<file path="src/rtl/lpst_pkg.sv">
// Types, constants and the UTF-8 encode function of the string transcoder.
package lpst_pkg;

	localparam int MAG_W   = 35;
	localparam int CHARS_W = 14;
	localparam int MAXRES  = 4;

	localparam logic [CHARS_W-1:0] MAX_LENGTH_RST = 14'd10000;

	// Result kinds
	localparam logic [1:0] KIND_TEXT = 2'd0;
	localparam logic [1:0] KIND_DONE = 2'd1;
	localparam logic [1:0] KIND_ERR  = 2'd2;

	typedef enum logic [2:0] {
		PH_HDR0  = 3'd0,
		PH_HDRN  = 3'd1,
		PH_LATIN = 3'd2,
		PH_U16LO = 3'd3,
		PH_U16HI = 3'd4
	} phase_t;

	typedef struct packed {
		logic [7:0] in_byte;
		logic       buffer_end;
	} lpst_in_t;

	typedef struct packed {
		logic [7:0] out_byte;
		logic [1:0] kind;
		logic       last;
	} lpst_out_t;

	// All results caused by one request, entry 0 first
	typedef struct packed {
		logic [2:0]                  count;
		lpst_out_t [MAXRES-1:0]      res;
	} lpst_bundle_t;

	typedef struct packed {
		logic [1:0]       len;
		logic [2:0][7:0]  bytes;
	} lpst_char_t;

	// One UTF-16 code unit (or Latin-1 byte) to one to three UTF-8 bytes
	function automatic lpst_char_t utf8_encode(input logic [15:0] ch);
		lpst_char_t c;
		c = '0;
		if (ch < 16'h0080) begin
			c.len      = 2'd1;
			c.bytes[0] = ch[7:0];
		end else if (ch < 16'h0800) begin
			c.len      = 2'd2;
			c.bytes[0] = {3'b110, ch[10:6]};
			c.bytes[1] = {2'b10, ch[5:0]};
		end else begin
			c.len      = 2'd3;
			c.bytes[0] = {4'b1110, ch[15:12]};
			c.bytes[1] = {2'b10, ch[11:6]};
			c.bytes[2] = {2'b10, ch[5:0]};
		end
		return c;
	endfunction

endpackage

</file>
<file path="src/rtl/length_prefixed_string_transcoder.sv">
// Top level of the length-prefixed string to UTF-8 transcoder.
// Bytes enter through an input register, are decoded against the header and
// body state, and every result a byte causes (up to four) is loaded at once
// into a result register that drains one result per cycle unless dst_stall
// is high. A byte yielding at most one result is taken every cycle without a
// stall; a byte yielding more holds the output port until all have gone, so
// the input rate follows how many UTF-8 bytes and markers each byte yields.
// max_length may be written only while the block is idle.
module length_prefixed_string_transcoder import lpst_pkg::*; (
	input  logic                clk,
	input  logic                arst_n,
	input  logic                cfg_wr_en,
	input  logic [CHARS_W-1:0]  cfg_wr_data,
	input  logic                src_valid,
	output logic                src_stall,
	input  lpst_in_t            src_data,
	output logic                dst_valid,
	input  logic                dst_stall,
	output lpst_out_t           dst_data
);

	logic         bundle_free;
	logic         bundle_load;
	lpst_bundle_t bundle;

	lpst_decode u_decode (
		.clk         (clk),
		.arst_n      (arst_n),
		.cfg_wr_en   (cfg_wr_en),
		.cfg_wr_data (cfg_wr_data),
		.src_valid   (src_valid),
		.src_stall   (src_stall),
		.src_data    (src_data),
		.bundle_free (bundle_free),
		.bundle_load (bundle_load),
		.bundle      (bundle)
	);

	lpst_outbuf u_outbuf (
		.clk         (clk),
		.arst_n      (arst_n),
		.bundle_load (bundle_load),
		.bundle      (bundle),
		.bundle_free (bundle_free),
		.dst_valid   (dst_valid),
		.dst_stall   (dst_stall),
		.dst_data    (dst_data)
	);

endmodule

</file>
<file path="src/rtl/lpst_decode.sv">
// Input register, decode state and the per-request result bundle logic.
module lpst_decode import lpst_pkg::*; (
	input  logic                clk,
	input  logic                arst_n,
	input  logic                cfg_wr_en,
	input  logic [CHARS_W-1:0]  cfg_wr_data,
	input  logic                src_valid,
	output logic                src_stall,
	input  lpst_in_t            src_data,
	input  logic                bundle_free,
	output logic                bundle_load,
	output lpst_bundle_t        bundle
);

	logic               valid_s1;
	lpst_in_t           data_s1;

	logic [CHARS_W-1:0] max_length_q;
	phase_t             phase_q, phase_d;
	logic [2:0]         hdr_idx_q, hdr_idx_d;
	logic [MAG_W-1:0]   mag_q, mag_d;
	logic               neg_q, neg_d;
	logic [CHARS_W-1:0] chars_q, chars_d;
	logic [7:0]         lo_q, lo_d;
	logic               skip_q, skip_d;

	logic               char_en;
	lpst_char_t         enc;
	logic [15:0]        ch;
	logic               mark_en;
	logic [1:0]         mark_kind;
	logic               end_err;
	logic               err;
	logic               hdr_done;
	logic [7:0]         b;
	logic [2:0]         n;
	lpst_out_t [MAXRES-1:0] res;

	assign bundle_load = valid_s1 && bundle_free;
	assign src_stall   = valid_s1 && !bundle_free;
	assign b           = data_s1.in_byte;

	// Input register
	always_ff @(posedge clk or negedge arst_n) begin
		if (!arst_n) begin
			valid_s1 <= 1'b0;
		end else if (src_valid && !src_stall) begin
			valid_s1 <= 1'b1;
		end else if (bundle_load) begin
			valid_s1 <= 1'b0;
		end
	end

	always_ff @(posedge clk) begin
		if (src_valid && !src_stall) begin
			data_s1 <= src_data;
		end
	end

	// Length limit register
	always_ff @(posedge clk or negedge arst_n) begin
		if (!arst_n) begin
			max_length_q <= MAX_LENGTH_RST;
		end else if (cfg_wr_en) begin
			max_length_q <= cfg_wr_data;
		end
	end

	// Decode state
	always_ff @(posedge clk or negedge arst_n) begin
		if (!arst_n) begin
			phase_q   <= PH_HDR0;
			hdr_idx_q <= '0;
			mag_q     <= '0;
			neg_q     <= 1'b0;
			chars_q   <= '0;
			lo_q      <= '0;
			skip_q    <= 1'b0;
		end else if (bundle_load) begin
			phase_q   <= phase_d;
			hdr_idx_q <= hdr_idx_d;
			mag_q     <= mag_d;
			neg_q     <= neg_d;
			chars_q   <= chars_d;
			lo_q      <= lo_d;
			skip_q    <= skip_d;
		end
	end

	// Next state and what this byte emits
	always_comb begin
		phase_d   = phase_q;
		hdr_idx_d = hdr_idx_q;
		mag_d     = mag_q;
		neg_d     = neg_q;
		chars_d   = chars_q;
		lo_d      = lo_q;
		skip_d    = skip_q;
		char_en   = 1'b0;
		ch        = '0;
		mark_en   = 1'b0;
		mark_kind = KIND_DONE;
		end_err   = 1'b0;
		err       = 1'b0;
		hdr_done  = 1'b0;

		if (!skip_q) begin
			unique case (phase_q)
				PH_HDR0: begin
					neg_d = b[7];
					mag_d = MAG_W'(b[5:0]);
					if (b[6]) begin
						hdr_idx_d = 3'd1;
						phase_d   = PH_HDRN;
					end else begin
						hdr_done = 1'b1;
					end
				end
				PH_HDRN: begin
					if (hdr_idx_q >= 3'd4) begin
						mag_d    = mag_q | (MAG_W'(b) << 27);
						hdr_done = 1'b1;
					end else begin
						unique case (hdr_idx_q[1:0])
							2'd1:    mag_d = mag_q | (MAG_W'(b[6:0]) << 6);
							2'd2:    mag_d = mag_q | (MAG_W'(b[6:0]) << 13);
							2'd3:    mag_d = mag_q | (MAG_W'(b[6:0]) << 20);
							default: mag_d = mag_q | (MAG_W'(b[6:0]) << 27);
						endcase
						if (b[7]) begin
							hdr_idx_d = hdr_idx_q + 3'd1;
						end else begin
							hdr_done = 1'b1;
						end
					end
				end
				PH_LATIN: begin
					char_en = !(chars_q == CHARS_W'(1) && b == 8'h00);
					ch      = {8'h00, b};
					chars_d = chars_q - CHARS_W'(1);
					if (chars_d == '0) begin
						mark_en = 1'b1;
						phase_d = PH_HDR0;
					end
				end
				PH_U16LO: begin
					lo_d    = b;
					phase_d = PH_U16HI;
				end
				PH_U16HI: begin
					ch      = {b, lo_q};
					char_en = (ch != 16'h0000);
					chars_d = chars_q - CHARS_W'(1);
					if (chars_d == '0) begin
						mark_en = 1'b1;
						phase_d = PH_HDR0;
					end else begin
						phase_d = PH_U16LO;
					end
				end
				default: begin
					phase_d = PH_HDR0;
				end
			endcase

			// Length index complete: empty string, reject or body start
			if (hdr_done) begin
				hdr_idx_d = '0;
				phase_d   = PH_HDR0;
				if (mag_d == '0) begin
					mark_en = 1'b1;
				end else if (mag_d[MAG_W-1:CHARS_W] != '0 || mag_d[CHARS_W-1:0] > max_length_q) begin
					mark_en   = 1'b1;
					mark_kind = KIND_ERR;
					err       = 1'b1;
					skip_d    = 1'b1;
				end else begin
					chars_d = mag_d[CHARS_W-1:0];
					phase_d = neg_d ? PH_U16LO : PH_LATIN;
				end
				mag_d = '0;
			end
		end

		// Buffer end: flag an unfinished string, then clear decode state
		if (data_s1.buffer_end) begin
			end_err   = !skip_q && !err && (phase_d != PH_HDR0);
			phase_d   = PH_HDR0;
			hdr_idx_d = '0;
			mag_d     = '0;
			neg_d     = 1'b0;
			chars_d   = '0;
			lo_d      = '0;
			skip_d    = 1'b0;
		end
	end

	assign enc = utf8_encode(ch);

	// Pack the results in order: text bytes, end or error marker, buffer end error
	always_comb begin
		n   = '0;
		res = '0;
		if (char_en) begin
			for (int k = 0; k < 3; k++) begin
				if (2'(k) < enc.len) begin
					res[n[1:0]].out_byte = enc.bytes[k];
					res[n[1:0]].kind     = KIND_TEXT;
					n = n + 3'd1;
				end
			end
		end
		if (mark_en && n < 3'd4) begin
			res[n[1:0]].kind = mark_kind;
			n = n + 3'd1;
		end
		if (end_err && n < 3'd4) begin
			res[n[1:0]].kind = KIND_ERR;
			n = n + 3'd1;
		end
		if (n != '0) begin
			res[2'(n - 3'd1)].last = 1'b1;
		end
	end

	assign bundle.count = n;
	assign bundle.res   = res;

endmodule

</file>
<file path="src/rtl/lpst_outbuf.sv">
// Result bundle register that hands out one result per cycle while dst_stall is low.
module lpst_outbuf import lpst_pkg::*; (
	input  logic         clk,
	input  logic         arst_n,
	input  logic         bundle_load,
	input  lpst_bundle_t bundle,
	output logic         bundle_free,
	output logic         dst_valid,
	input  logic         dst_stall,
	output lpst_out_t    dst_data
);

	logic [2:0]             count_s2;
	logic [1:0]             idx_q;
	lpst_out_t [MAXRES-1:0] res_s2;
	logic                   fire;
	logic                   at_last;

	assign dst_valid   = (count_s2 != '0);
	assign dst_data    = res_s2[idx_q];
	assign fire        = dst_valid && !dst_stall;
	assign at_last     = ({1'b0, idx_q} == count_s2 - 3'd1);
	assign bundle_free = !dst_valid || (fire && at_last);

	// Count and read pointer
	always_ff @(posedge clk or negedge arst_n) begin
		if (!arst_n) begin
			count_s2 <= '0;
			idx_q    <= '0;
		end else if (bundle_load) begin
			count_s2 <= bundle.count;
			idx_q    <= '0;
		end else if (fire) begin
			if (at_last) begin
				count_s2 <= '0;
				idx_q    <= '0;
			end else begin
				idx_q <= idx_q + 2'd1;
			end
		end
	end

	// Result payload
	always_ff @(posedge clk) begin
		if (bundle_load) begin
			res_s2 <= bundle.res;
		end
	end

endmodule

</file>
<file path="config.mk">
export PLATFORM = sky130hd
export DESIGN_NAME = length_prefixed_string_transcoder
export DESIGN_NICKNAME = d
export VERILOG_FILES = /design/src/rtl/lpst_pkg.sv /design/src/rtl/length_prefixed_string_transcoder.sv /design/src/rtl/lpst_decode.sv /design/src/rtl/lpst_outbuf.sv
export SDC_FILE = /design/constraint.sdc
export NUM_CORES = 1
export LEC_CHECK = 0
export BUFFER_PORTS_ARGS = -buffer_cell sky130_fd_sc_hd__buf_4
export CAP_MARGIN = 20
export CORE_MARGIN = 2
export CORE_UTILIZATION = 60
export DETAILED_ROUTE_END_ITERATION = 7
export PLACE_DENSITY = 0.79
export SYNTH_ARGS = -nofsm -noshare
export SYNTH_HDL_FRONTEND = slang
export SYNTH_SLANG_ARGS = --single-unit
</file>
<file path="constraint.sdc">
create_clock -name clk -period 8 [get_ports clk]
set_input_delay 0 -clock clk [delete_from_list [all_inputs] [get_ports clk]]
set_output_delay 0 -clock clk [all_outputs]
set_load 0.01 [all_outputs]
</file>
* After elaboration in Yosys (flattened, before gate mapping)
Cells that the tools add are included.
** Storage, ports and cells
- Output and inout port bits :: 13
- Input bits :: 28
- Bits in registers :: 138
** Cells by class
- Add/subtract/negate cells :: 9
- Multiplexer cells :: 117
- Eq/ne operators :: 13
- $lt $le $gt $ge :: 20
- Bitwise logic cells :: 5
- Reduce and logical (&&, ||, !) cells :: 43
** Operator list (number)
- bitwise mux 44 bit :: 7
- 2-to-1 mux 44 bit :: 7
- 2-to-1 mux 35 bit :: 5
- demux 11 bit (select 2 bit) :: 7
- one-hot mux 35 bit (3 select lines) :: 1
- 2-to-1 mux 14 bit :: 7
- 2-to-1 mux 3 bit :: 27
- one-hot mux 35 bit (2 select lines) :: 1
- 2-to-1 mux 8 bit :: 5
- zero test 35 bit :: 1
- bitwise OR 35 x 13 -> 35 bit :: 1
- bitwise OR 35 x 20 -> 35 bit :: 1
- bitwise OR 35 x 27 -> 35 bit :: 1
- bitwise OR 35 x 34 -> 35 bit :: 1
- bitwise OR 35 bit :: 1
- 2-to-1 mux 11 bit :: 3
- 2-to-1 mux 16 bit :: 2
- one-hot mux 16 bit (2 select lines) :: 1
- 2-to-1 mux 1 bit :: 28
- binary-select mux 11 bit (select 2 bit) :: 1
- nonzero test 21 bit :: 1
- 2-to-1 mux 10 bit :: 2
- < comparator 2 x 3 -> 1 bit, second input constant :: 6
- 2-to-1 mux 2 bit :: 9
- other kinds (40) :: 81

* Depth between registers and ports, before layout
Gate-level depths: netlist (run 1).
- Word-level depth :: 28
- Depth in mapped cells :: 20
- Mapped depth without buffers :: 20

* Hierarchy
A second synthesis (run 1) with hierarchy kept.
** Unflattened totals
- Cell total of the unflattened synthesis :: 750
- Area total of the unflattened synthesis :: 7780.0 um^2
** By module, submodules not included
- lpst_decode :: sequential area each 2278.4 um^2, times used 1, area each 5871.9 um^2, cells each 659
- lpst_outbuf :: sequential area each 1446.4 um^2, times used 1, area each 1908.1 um^2, cells each 91

* Worst setup path after synthesis (run 1)
No wires, ideal clock.
- Path kind :: register -> register
- Start :: reg u_decode.hdr_idx_q[0]
- End :: reg u_outbuf.res_s2[33] (netlist bit) (data pin)
- Data arrival time :: 3.957 ns
- Slack :: 3.788 ns
- Buffers on the path :: 0
- Clock period less this slack :: 4.212 ns
- Stages on the path, launching flop included :: 19
- Cell sequence :: dfrtp_1 > inv_1 > ha_1 > or4_4 > o21ai_4 > nor2_1 > ha_1 > a211oi_1 > o21ai_0 > a211o_1 > o221ai_1 > nand3b_1 > o21ai_0 > and2_1 > a21oi_1 > ha_1 > inv_1 > and3_1 > o21a_1
** On the way
- Longest elaborated chain between the ends :: 24
** RTL lines
- start, declared :: line lpst_decode.sv:20 : logic [2:0] hdr_idx_q, hdr_idx_d;
- start signal, assigned :: line lpst_decode.sv:81 : hdr_idx_q <= hdr_idx_d;
- parallel branches: the longest is 23 deep, another holds greater-than comparator 14 bit
- 2-to-1 mux 44 bit * :: line lpst_decode.sv:221 : if (n != '0) begin
- end signal, assigned :: line lpst_outbuf.sv:46 : res_s2 <= bundle.res;
- end, declared :: line lpst_outbuf.sv:15 : lpst_out_t [MAXRES-1:0] res_s2;
Mark *: on every way between the ends. The select of a mux whose other input is x is not followed.
A chain may end at the register's enable or synchronous reset.

* Worst setup path after layout (run 1)
Same ends and word-level chain as after synthesis.

==> run_results.csv, run 1 <==
group,metric,value,unit
sta,skew,12.5,ps
sta,setup-violations-final,0,
clocking,cts_max_path_buffers,2,
yosys,synthTopCellsByArea,"dfrtp_1, edfxtp_1, ha_1",
worst_setup_path,cp.required,8180,ps
final_layout,nNetsFinal,911,
placement,place.gp.congestion,0.996,
yosys,syn_area_per_cell,9.79,µm²
clocking,post_cts_buffers,0,
sta,slew_viol_final,0,
yosys,async_reset_ff_share,63.0,%
hold_path,hp-class,"in2async",
detailed_routing,drtIter0Drc,726,
clocking,numCtsBuffers,17,
worst_setup_path,timing.critical_path.to,"u_outbuf.res_s2[33]",
floorplanning,die_y,116,µm
yosys,yosysWarnings,0,
worst_setup_path,rrSetupSlack,2850,ps
floorplanning,die-area,0.0135,mm²
sta,min_period,5150,ps
power_and_ir_drop,p_leak,3.88,nW
placement,numPortBuffers,40,
sta,worst_pin_slew,848,ps
global_routing,grt_overflow_total,0,
global_routing,track_usage,33.5,%
yosys,yosysTopAreaCell,"dfrtp_1",
worst_setup_path,crit_slowest_cell,"o21ai_0",
global_routing,first_global_vias,6800,
yosys,ys_seq_elements,135,
yosys,synthesis.area,0.00757,mm²
detailed_routing,routedWlPerCell,20.5,µm
yosys,yosysUniqueCellTypes,76,
worst_setup_path,worst_setup_path_end_kind,"flop",
detailed_routing,ant_nets,0,
global_routing,grt_start_max_net_pins,52,
clocking,htreeDepth,4,
yosys,ys_seq_area_share,48.0,%
worst_setup_path,worstReg2RegEnd,"u_outbuf.res_s2[33]",
yosys,synth_edf_count,50,
sta,hold_slack,45.3,ps
detailed_routing,firstDrtPassIters,6,
power_and_ir_drop,ir_drop,0.000202,V
global_routing,antenna_found_initial,2,
detailed_routing,drcViolationCount,0,
clocking,clk_latency,430,ps
final_layout,final_cell_mix,"dfrtp_1, nand2_1, a21oi_1",
detailed_routing,via_per_inst,6.48,
sta,fmaxAchievable,194,MHz
floorplanning,num_rows,41,
worst_setup_path,reg2regPathDepth,19,
sta,hold_viol,0,
sta,rsz0062_at_grt,"no",
worst_setup_path,crit_arrival,5330,ps
clocking,cts_resized,0,
yosys,synth_top_area_share,26.5,%
yosys,syn_inst,773,
worst_setup_path,path_cells,"inv_1 -> ha_1 -> or4_4 -> nor2_4 -> a21oi_1 -> nor2_1 -> ha_1 -> a211oi_1 -> o21ai_0 -> a211o_1 -> o221ai_1 -> nand3b_1 -> o21ai_0 -> and2_1 -> a21oi_1 -> ha_1 -> inv_1 -> and3_1 -> o21a_1",
final_layout,fill_cells,876,
clocking,cts_tree,"done",
worst_setup_path,cpMostUsedCell,"ha_1",
floorplanning,die-width,116,µm
worst_setup_path,crit_fanout,6,
status,status,"completed",
sta,period_share,64.3,%
placement,hpwlAfterDp,13600,µm
power_and_ir_drop,p_per_area,391,mW/mm²
floorplanning,core_area,0.0125,mm²
clocking,clk_root_buffer_cell,"clkbuf_16",
detailed_routing,vias,6736,
final_layout,final_common_cell,"dfrtp_1",
final_layout,drive_gt1_share,12.6,%
floorplanning,start_util,60.7,%
worst_setup_path,slowest_delay,520,ps
sta,slew_headroom,43.5,%
global_routing,grt_pass1_wl,34500,µm
sta,setup_tns,0,ps
detailed_routing,routed_wl,21300,µm
clocking,clk_pin_slew,60,ps
clocking,clock_sinks,135,
worst_setup_path,r2r_start,"u_decode.hdr_idx_q[0]",
final_layout,area_delta_synth_final,19.6,%
yosys,synthFlopType,"dfrtp_1",
worst_setup_path,cp-start-kind,"flop",
worst_setup_path,crit_type,"reg2reg",
worst_setup_path,timing.critical_path.from,"u_decode.hdr_idx_q[0]",
floorplanning,ios,41,
job,cap_violations,0,
kinds of logic (layout without fill, tap and decap cells):
family                     Yosys count  count (layout)  share of synthesized area (%)
AOI/OAI and AO/OA                  222             222                           19.3
xor gates and xnor gates             6               6                          0.695
adders and majority gates           31              31                           5.13
buffers and inverters               92             178                           4.86
DFF                                135             135                           48.0
muxes                               18              18                           4.05
other                                1               9                         0.0496
and+or+nand+nor                    268             268                           17.9
synthesized netlist by cell type (5+ instances only):
cell type	n
nor3_1	19
a21o_1	5
ha_1	31
edfxtp_1	50
nor2_1	59
or4_1	8
a31oi_1	10
clkbuf_1	34
a22oi_1	7
o31ai_1	12
mux2i_1	7
inv_1	46
buf_2	6
o21ai_0	44
and2_1	9
nor4_1	18
dfrtp_1	80
nand3_1	23
o22ai_1	10
a22o_1	28
nand4_1	6
nand2_1	79
a211o_1	5
mux4_2	10
or3_1	7
a21oi_1	63
o21a_1	6
dfstp_2	5
nor2b_1	8
metrics by stage:
| stage | area, µm² | utilization, % | setup slack [ps] | power (mW) | cells |
|---|---|---|---|---|---|
| after CTS | 9040 | 72.5 | 2880 | 3.49 | 1036 |
| after global placement | 7970 | 63.9 | 3190 | 2.65 | 953 |
| after floorplan | 7590 | - | 3790 | 2.23 | 779 |
| after detailed placement | 7970 | 63.9 | 2920 | 2.70 | 953 |
| final | 9050 | 72.6 | 2850 | 3.54 | 1039 |
| after global routing | 9050 | 72.6 | 2540 | 3.75 | 1038 |
layout make-up:
type / count / area (µm²) / share of cell area, %
diodes: 2 / 5.00 / 0.0553
clock buffers: 20 / 437 / 4.82
clock inverters: 12 / 129 / 1.42
inverters: 48 / 180 / 1.99
multi-input cells: 552 / 3590 / 39.7
flip-flops and latches: 135 / 3630 / 40.2
well taps: 172 / 215 / 2.38
repair buffers: 98 / 861 / 9.51
flip-flops by register name, indices dropped and copies added (netlist names):
register               cells
u_outbuf.res_s2           41
u_decode.mag_q            35
u_decode.chars_q          14
u_decode.max_length_q     14
u_decode.b                 8
u_decode.lo_q              8
u_decode.hdr_idx_q         3
u_decode.phase_q           3
u_outbuf.count_s2          3
u_outbuf.idx_q             2
u_decode.data_s1           1
u_decode.neg_q             1
u_decode.skip_q            1
u_decode.valid_s1          1
worst min path at each step:
| stage | start | endpoint | slack, ps |
|---|---|---|---|
| after floorplan | arst_n | u_decode.chars_q[0] | -300 |
| after global placement | arst_n | u_decode.max_length_q[11] | -40 |
| after detailed placement | arst_n | u_decode.max_length_q[11] | -30 |
| after CTS | cfg_wr_en | u_decode.max_length_q[0] | 30 |
| after global routing | arst_n | u_decode.max_length_q[11] | 100 |
| final | arst_n | u_decode.max_length_q[11] | 50 |
timing repair:
item,in CTS,in global routing
endpoints found under the setup margin,0,0
endpoints found under the hold margin,59,0
hold buffers,51,0
critical path: cells and delay by family (launching register included):
| kind | cells | cell delay [ps] |
|---|---|---|
| adder cells (fa/ha/maj) | 3 | 960 |
| AND/OR/NAND/NOR | 6 | 1500 |
| AO/OA/AOI/OAI | 8 | 1860 |
| flip-flops | 1 | 420 |
| buffers and inverters | 2 | 150 |
routing by layer:
layer  vias up  wire length, µm  share of wire (%)  global-route usage, %
li1       3009                -                  -                      -
met5         -                0                  0                      0
met4         0              977                4.6                   17.2
met2       411            10300                 48                   54.5
met3        93             1800                8.5                   8.51
met1      3223             8250                 39                   41.5
power by group:
part	switching [mW]	total (mW)	internal, mW
registers	0.212	1.18	0.969
logic	0.983	1.60	0.616
clock network	0.303	0.761	0.458
Power figures use the tool's default switching activity.
==> run 2, diff against run 1 <==
==> constraint.sdc (replaced) <==
create_clock -name clk -period 4.8 [get_ports clk]
set_input_delay 0 -clock clk [delete_from_list [all_inputs] [get_ports clk]]
set_output_delay 0 -clock clk [all_outputs]
set_load 0.01 [all_outputs]
==> run_results.csv, run 2 (synthesis gave the netlist of run 1 again) <==
group,metric,value,unit
floorplanning,start_util,60.7,%
detailed_routing,routed_wl,20900,µm
placement,hpwlAfterDp,13300,µm
final_layout,area_delta_synth_final,22.5,%
sta,slew_headroom,42.2,%
floorplanning,num_rows,41,
worst_setup_path,crit_type,"reg2reg",
power_and_ir_drop,p_per_area,650,mW/mm²
clocking,clk_root_buffer_cell,"clkbuf_16",
hold_path,hp-class,"in2reg",
clocking,cts_tree,"done",
detailed_routing,ant_nets,0,
final_layout,final_cell_count_no_fill,1060,
floorplanning,ios,41,
clocking,clk_latency,420,ps
worst_setup_path,crit_fanout,6,
final_layout,drive_gt1_share,15.2,%
sta,setup-violations-final,0,
detailed_routing,drcViolationCount,0,
floorplanning,die-width,116,µm
clocking,clk_pin_slew,60,ps
placement,place.gp.congestion,0.980,
placement,numPortBuffers,40,
sta,fmaxAchievable,215,MHz
worst_setup_path,path_cells,"inv_1 -> ha_2 -> or4_4 -> o21ai_0 -> a21oi_2 -> ha_1 -> a211oi_1 -> o21ai_1 -> a211o_1 -> o221ai_2 -> nand3b_1 -> o21ai_0 -> buf_4 -> and2_1 -> a21oi_1 -> ha_1 -> inv_1 -> and3_1 -> o21a_1",
final_layout,final_common_cell,"dfrtp_1",
final_layout,final_cell_mix,"dfrtp_1, nand2_1, buf_4",
job,cap_violations,0,
detailed_routing,vias,6785,
final_layout,antenna-diode-count,0,
clocking,cts_max_path_buffers,2,
placement,dp_cells,971,
worst_setup_path,cp.required,4980,ps
global_routing,track_usage,32.1,%
sta,slew_viol_final,0,
status,status,"completed",
floorplanning,core_area,0.0125,mm²
floorplanning,die_y,116,µm
global_routing,grt_overflow_total,0,
final_layout,fin_util,74.4,%
sta,min_period,4660,ps
global_routing,grt_start_max_net_pins,86,
worst_setup_path,slowest_delay,480,ps
clocking,clock_sinks,135,
sta,period_share,97.1,%
final_layout,fill_cells,822,
clocking,numCtsBuffers,17,
detailed_routing,via_per_inst,6.40,
final_layout,nNetsFinal,934,
floorplanning,die-area,0.0135,mm²
final_layout,reg_top3,"u_outbuf.res_s2 x41, u_decode.mag_q x35",
worst_setup_path,cp-start-kind,"flop",
global_routing,first_global_vias,6514,
worst_setup_path,crit_slowest_cell,"or4_4",
sta,skew,7.26,ps
final_layout,top_register,"u_outbuf.res_s2",
worst_setup_path,worst_setup_path_end_kind,"flop",
final_layout,largest_register_ffs,41,
sta,hold_viol,0,
worst_setup_path,crit_arrival,4840,ps
sta,worst_pin_slew,867,ps
power_and_ir_drop,ir_drop,0.000371,V
global_routing,antenna_found_initial,0,
global_routing,grt_pass1_wl,33300,µm
detailed_routing,drtIter0Drc,830,
power_and_ir_drop,p_leak,4.00,nW
detailed_routing,routedWlPerCell,19.7,µm
detailed_routing,firstDrtPassIters,6,
clocking,htreeDepth,4,
-- run 2: changes by cell type in the layout (fill, tap and decap cells not counted), moves of 2 or more --
cell	before	now
buf_4	46	67
clkinv_4	2	0
clkinv_1	2	5
inv_6	2	0
diode_2	2	0
dlygate4sd3_1	51	53
-- run 2: final timing paths --
check / start / endpoint / slack (ps) / cells after the start
max: u_decode.hdr_idx_q[0] / u_outbuf.res_s2[33] / 140 / 19
min: cfg_wr_en / u_decode.max_length_q[0] / 40 / 2
max reg2reg: u_decode.hdr_idx_q[0] / u_outbuf.res_s2[33] / 140 / 19
min reg2reg: u_decode.mag_q[13] / u_decode.mag_q[13] / 490 / 2
max in group asynchronous: arst_n / u_outbuf.count_s2[1] / 3660 / 4
min in group asynchronous: arst_n / u_decode.chars_q[9] / 510 / 3
-- run 2: metrics by stage --
stage	total power, mW	hold WS (ps)	area (µm²)	worst slack, ps	TNS [ps]
6_report	6.02	40.8	9270	138	0
5_1_grt	6.38	48.3	9270	-23.8	-23.8
4_1_cts	5.88	9.39	9180	194	0
3_5_place_dp	4.60	180	8100	218	0
3_3_place_gp	4.52	179	8100	382	0
2_1_floorplan	3.72	-296	7590	588	0
-- run 2: critical path: cells and delay by family, from the launching register on --
kind	cells	cell delay, ps
AOI/OAI and AO/OA	9	1780
adders and majority gates	3	910
buffers and inverters	3	300
DFF	1	410
and+or+nand+nor	4	1010
-- run 2: layout make-up --
type / instances / area (µm²) / area share [%]
clock inverter: 12 / 110 / 1.19
clock buffer: 20 / 447 / 4.82
tap: 172 / 215 / 2.32
multi-input combinational: 552 / 3620 / 39.1
timing repair buffer: 121 / 1060 / 11.4
sequential: 135 / 3630 / 39.2
inverter: 48 / 180 / 1.94
-- run 2: timing repair --
| item | in CTS | in global routing |
|---|---|---|
| endpoints found under the hold margin | 105 | 11 |
| hold buffers | 52 | 1 |
| setup buffers | 0 | 3 |
| resized for setup | 0 | 8 |
| endpoints found under the setup margin | 0 | 10 |
-- run 2: routing by layer --
metal | GRT usage [%] | up-vias | wire length, µm
li1 | - | 3049 | -
met1 | 43.7 | 3196 | 8570
met2 | 49.7 | 457 | 9640
met3 | 8.30 | 83 | 1940
met4 | 12.6 | 0 | 707
met5 | 0 | - | 0
-- run 2: report_power, final --
part	total [mW]	internal, mW	switching, mW
logic	2.91	1.13	1.78
registers	1.88	1.61	0.267
clock network	1.23	0.765	0.467
